<file path="src/hw/rtl/word_letter_budget_filter_defines.svh">
// Assertion macros for the word letter budget filter.
`ifndef WORD_LETTER_BUDGET_FILTER_DEFINES_SVH
`define WORD_LETTER_BUDGET_FILTER_DEFINES_SVH

`ifndef ASSERT_OFF
// Checked only while out of reset.
`define WLBF_ASSERT(name, prop, msg) \
  name: assert property (@(posedge clk_i) disable iff (!rst_ni) (prop)) else $error(msg);
// Checked at every edge, reset included.
`define WLBF_ASSERT_ALWAYS(name, prop, msg) \
  name: assert property (@(posedge clk_i) (prop)) else $error(msg);
`else
`define WLBF_ASSERT(name, prop, msg)
`define WLBF_ASSERT_ALWAYS(name, prop, msg)
`endif

`endif

</file>
<file path="src/hw/rtl/wlbf_pkg.sv">
package wlbf_pkg;

  localparam int unsigned MODE_W      = 2;
  localparam int unsigned BYTE_W      = 8;
  localparam int unsigned CNT_W       = 8;
  localparam int unsigned TBL_DEPTH   = 256;
  localparam int unsigned WORD_LEN_W  = 10;
  localparam int unsigned WORD_LEN_MAX = 1023;
  localparam int unsigned OUT_TDATA_W = 16;

  localparam logic [CNT_W-1:0] SELECTION_CAPACITY = 8'd255;
  localparam logic [CNT_W-1:0] CNT_MAX            = 8'd255;

  typedef enum logic [MODE_W-1:0] {
    MODE_TEXT  = 2'd0,
    MODE_ADD   = 2'd1,
    MODE_CLEAR = 2'd2,
    MODE_END   = 2'd3
  } wlbf_mode_e;

  typedef struct packed {
    logic              en;
    logic [BYTE_W-1:0] addr;
    logic [CNT_W-1:0]  data;
  } wlbf_wr_t;

  function automatic logic is_letter(input logic [BYTE_W-1:0] b);
    return (b inside {[8'h30:8'h39], [8'h41:8'h5A], [8'h61:8'h7A]});
  endfunction

  function automatic logic is_blank(input logic [BYTE_W-1:0] b);
    return (b inside {8'h20, [8'h09:8'h0D]});
  endfunction

  // ^ ? * . $ { } [ ] ( ) backslash
  function automatic logic is_meta(input logic [BYTE_W-1:0] b);
    return (b inside {8'h5E, 8'h3F, 8'h2A, 8'h2E, 8'h24, 8'h7B, 8'h7D,
                      8'h5B, 8'h5D, 8'h28, 8'h29, 8'h5C});
  endfunction

endpackage

</file>
<file path="src/hw/rtl/wlbf_count_table.sv">
module wlbf_count_table (
  input  logic                          clk_i,
  input  logic                          rst_ni,
  input  logic                          rd_en_i,
  input  logic [wlbf_pkg::BYTE_W-1:0]   rd_addr_i,
  input  wlbf_pkg::wlbf_wr_t            wr_i,
  input  logic                          clr_i,
  output logic [wlbf_pkg::CNT_W-1:0]    rd_data_o
);
  import wlbf_pkg::*;

  logic [CNT_W-1:0]     mem [TBL_DEPTH];
  logic [TBL_DEPTH-1:0] vld_q;
  logic [CNT_W-1:0]     mem_rd_q;
  logic                 vld_rd_q;
  logic                 byp_q;
  logic [CNT_W-1:0]     byp_data_q;

  always_ff @(posedge clk_i) begin
    if (wr_i.en) begin
      mem[wr_i.addr] <= wr_i.data;
    end
    if (rd_en_i) begin
      mem_rd_q <= mem[rd_addr_i];
    end
  end

  always_ff @(posedge clk_i or negedge rst_ni) begin
    if (!rst_ni) begin
      vld_q <= '0;
    end else if (clr_i) begin
      vld_q <= '0;
    end else if (wr_i.en) begin
      vld_q[wr_i.addr] <= 1'b1;
    end
  end

  // forward a write or clear landing on the same edge as the read
  always_ff @(posedge clk_i or negedge rst_ni) begin
    if (!rst_ni) begin
      vld_rd_q   <= 1'b0;
      byp_q      <= 1'b0;
      byp_data_q <= '0;
    end else if (rd_en_i) begin
      vld_rd_q   <= vld_q[rd_addr_i];
      byp_q      <= clr_i || (wr_i.en && (wr_i.addr == rd_addr_i));
      byp_data_q <= clr_i ? '0 : wr_i.data;
    end
  end

  assign rd_data_o = byp_q ? byp_data_q : (vld_rd_q ? mem_rd_q : '0);

endmodule

</file>
<file path="config.mk">
export PLATFORM = sky130hd
export DESIGN_NAME = wlbf_count_table
export DESIGN_NICKNAME = d
export VERILOG_FILES = /design/src/hw/rtl/word_letter_budget_filter_defines.svh /design/src/hw/rtl/wlbf_pkg.sv /design/src/hw/rtl/wlbf_count_table.sv
export SDC_FILE = /design/constraint.sdc
export NUM_CORES = 2
export LEC_CHECK = 0
export BUFFER_PORTS_ARGS = -buffer_cell sky130_fd_sc_hd__buf_2
export CAP_MARGIN = 40
export CORE_MARGIN = 2
export CORE_UTILIZATION = 57
export CTS_CLUSTER_SIZE = 10
export DETAILED_ROUTE_END_ITERATION = 8
export GPL_ROUTABILITY_DRIVEN = 1
export PLACE_DENSITY = 0.76
export SKIP_LAST_GASP = 1
export SLEW_MARGIN = 25
export SYNTH_ARGS = -nofsm -noshare
export SYNTH_HDL_FRONTEND = slang
export SYNTH_SLANG_ARGS = --single-unit
</file>
<file path="constraint.sdc">
create_clock -name clk_i -period 2.2 [get_ports clk_i]
set_input_delay 0.33 -clock clk_i [delete_from_list [all_inputs] [get_ports clk_i]]
set_output_delay 0.33 -clock clk_i [all_outputs]
set_load 0.05 [all_outputs]
</file>
==> impl_metrics.env <==
export IMPL_final_hold_viol_count=0
export IMPL_rrSetupSlack_ns=-0.45
export IMPL_slew_headroom_pct=41.2
export IMPL_cp_cell_sequence="mux4_2 -> a22oi_1 -> a21oi_2 -> nor4_4 -> buf_4 -> o22ai_1 -> or2_4"
export IMPL_rr_startpoint="mem[160][1]$_DFFE_PP_"
export IMPL_p_per_area_nw_per_um2=879
export IMPL_routabilityCongestion=0.924
export IMPL_port_buffers=36
export IMPL_whs_ns=0.0180
export IMPL_failed_checks="negative setup slack"
export IMPL_syn_area_per_cell_um2=19.5
export IMPL_path_max_fanout=1
export IMPL_clock_skew_ns=0.0645
export IMPL_num_vias=50574
export IMPL_setup_tns_ns=-4.25
export IMPL_start_util_pct=57.4
export IMPL_synth_net_count=4627
export IMPL_final_max_slew_viol_count=0
export IMPL_wirelength_um=243000
export IMPL_drive_gt1_share_pct=33.7
export IMPL_final_antenna_net_count=0
export IMPL_worst_endpoint_arrival_ns=3.27
export IMPL_rr_endpoint="mem_rd_q[1]$_DFFE_PP_"
export IMPL_grtUsageTotal_pct=30.5
export IMPL_firstDrtPassIters=6
export IMPL_ctsRootBufferMaster="clkbuf_16"
export IMPL_fmax_mhz=377
export IMPL_cts_tree="yes"
export IMPL_numCtsBuffers=283
export IMPL_crit_family="simple AND/OR/NAND/NOR gates"
export IMPL_clock_sinks=2322
export IMPL_core_area_um2=156000
export IMPL_end_kind="flip-flop"
export IMPL_worstHoldPathType="input pin to flip-flop"
export IMPL_antenna_found_initial=10
export IMPL_p_seq_share_pct=50.9
export IMPL_nNetsFinal=5377
export IMPL_maxCapViolations=0
export IMPL_ys_types=40
export IMPL_peakVddDrop_mv=1.02
export IMPL_hold_start="wr_i[4]"
export IMPL_crit_type="flip-flop to flip-flop"
export IMPL_synth_seq_cells=2322
export IMPL_yosysWarningCount=0
export IMPL_io_pins=37
export IMPL_tightest_slew_ns=0.879
export IMPL_routed_via_density=6.66
export IMPL_htreeDepth=5
export IMPL_rsz0062_at_grt="true"
export IMPL_dp_hpwl_um=149000
export IMPL_p_int_w=0.0746
export IMPL_die_w_um=401
export IMPL_async_flop_share_pct=11.5
export IMPL_reg2reg_depth=7
export IMPL_min_path_cells=1
export IMPL_clkLatencyLatePin_ns=0.91
export IMPL_p_switching_w=0.0201
export IMPL_cts_clk_slew_worst_paths_ns=0.06
export IMPL_worst_ep_required_time_ns=2.81
export IMPL_fin_crit_ns=2.65
export IMPL_p_leak_nw=36.2
export IMPL_clkPwrFrac_pct=43.2
export IMPL_synth_ff_type="edfxtp_1"
export IMPL_startpoint_type="flip-flop"
export IMPL_grt_start_max_net_pins=114
export IMPL_switching_share_pct=21.2
export IMPL_layout_cells_non_filler=7593
export IMPL_dpl_cell_count=7106
export IMPL_syn_inst=4598
export IMPL_synth_edff_count=2056
export IMPL_grt_pass1_vias=51210
export IMPL_drc=0
export IMPL_synth_seq_area_share_pct=76.2
export IMPL_gr_total_overflow=0
export IMPL_first_iter_violations=7603
export IMPL_clk_path_buf_depth=4
export IMPL_min_to="mem[190][4]$_DFFE_PP_"
export IMPL_grt_pass1_wl_um=354000
export IMPL_fin_ws_ns=-0.454
export IMPL_finalPower_w=0.0947
export IMPL_dieArea_um2=161000
export IMPL_status="finished with violations"
export IMPL_slowest_delay_ns=0.55
export IMPL_syn_to_final_growth_pct=20.0
export IMPL_utilization_pct=68.9
export IMPL_slowest_stage="mux4_2"
export IMPL_post_route_period_util_pct=121
export IMPL_final_setup_viol_count=17
export IMPL_combPwrFrac_pct=5.9
export IMPL_rows=145
export IMPL_avgRoutedWirePerCell_um=32.0
export IMPL_synth_area_um2=89700
export IMPL_critPathBufInv=1
export IMPL_dieHeight_um=401
metrics by stage:
stage	area, um2	setup WS [ns]
6_report	108000	-0.454
5_1_grt	108000	-0.432
4_1_cts	107000	-0.395
3_5_place_dp	98200	-1.60
3_3_place_gp	98200	-1.61
2_1_floorplan	90600	-0.283
per-layer routing:
layer / GRT usage, % / part of all wire, % / vias up
met5: 0 / 0.068 / -
met4: 13.5 / 4.9 / 8
met3: 7.45 / 12 / 625
met2: 47.2 / 48 / 3733
met1: 41.9 / 36 / 26109
li1: - / - / 20099
cell usage in the layout, fill, tap and decap left out, drive strengths merged, types with 11 or more instances in the layout:
cell type	netlist	final
nand4	13	13
inv	12	17
dfrtp	266	266
nand2	34	34
mux2i	28	28
buf	113	737
nor2	719	719
a21oi	135	135
clkbuf	177	465
a22oi	258	258
o21ba	30	30
nor2b	15	15
nor4	35	35
edfxtp	2056	2056
o22ai	21	21
or2	11	11
nand3	32	32
mux4	565	565
worst max-delay path by stage:
stage                      startpoint                    end  slack (ns)  depth (start not counted)
2_1_floorplan            rd_addr_i[0]  mem_rd_q[0]$_DFFE_PP_       -0.28                         10
4_1_cts        vld_q[142]$_DFFE_PN0P_   vld_rd_q$_DFFE_PN0P_       -0.40                          7
3_3_place_gp             rd_addr_i[0]  mem_rd_q[0]$_DFFE_PP_       -1.61                         10
6_report        mem[160][1]$_DFFE_PP_  mem_rd_q[1]$_DFFE_PP_       -0.45                          7
5_1_grt          mem[94][1]$_DFFE_PP_  mem_rd_q[1]$_DFFE_PP_       -0.43                          7
3_5_place_dp             rd_addr_i[0]  mem_rd_q[0]$_DFFE_PP_       -1.60                         10
flip-flops by register name, summed over array words and instances (netlist names):
register	count
byp_data_q	8
byp_q	1
mem	2048
mem_rd_q	8
vld_q	256
vld_rd_q	1
cells by family (layout without fill, tap and decap cells):
logic type,after synthesis,count (layout),synth area share (%)
multiplexers,596,596,14.5
AND/OR/NAND/NOR,882,882,4.01
buffers and inverters,303,1232,1.38
AO/OA/AOI/OAI,487,487,3.76
other,0,8,0
flip-flops,2322,2322,76.2
XOR/XNOR,8,8,0.0781
final cells by class:
class                      instances  area, um2
clock buffer                     457       7880
fill                            9012      48500
inverter                          13       48.8
tap                             2058       2570
clock inverter                     7       52.6
timing repair buffer             755       7280
antenna                            8       20.0
sequential                      2322      68400
multi-input combinational       1973      21400
synth_stat cells (21+ instances only):
cell type	instances	share of area, %
nand2_1	34	0.14
mux2i_1	28	0.31
buf_1	44	0.18
o21ba_2	30	0.33
o22ai_1	21	0.15
a21oi_1	135	0.75
dfrtp_1	266	7.4
nand3_1	32	0.18
nor4_1	35	0.24
a22oi_1	258	2.2
edfxtp_1	2056	69
mux4_2	565	14
buf_2	65	0.36
clkbuf_1	177	0.74
nor2_1	719	3.0
what timing repair did:
item,CTS,global route
hold endpoints to repair,412,0
pin swaps,69,33
setup buffers,5,3
setup endpoints to repair,17,17
resized for setup,233,39
hold buffers,10,0
power by group through the flow:
stage | Clock, W | Combinational (W) | Sequential (W)
2_1_floorplan | 0 | 0.00250 | 0.0491
3_3_place_gp | 0 | 0.00493 | 0.0491
3_5_place_dp | 0 | 0.00503 | 0.0491
4_1_cts | 0.0412 | 0.00542 | 0.0482
5_1_grt | 0.0429 | 0.00578 | 0.0482
6_report | 0.0409 | 0.00558 | 0.0482
Note: power is estimated with default switching activity, not from simulation.
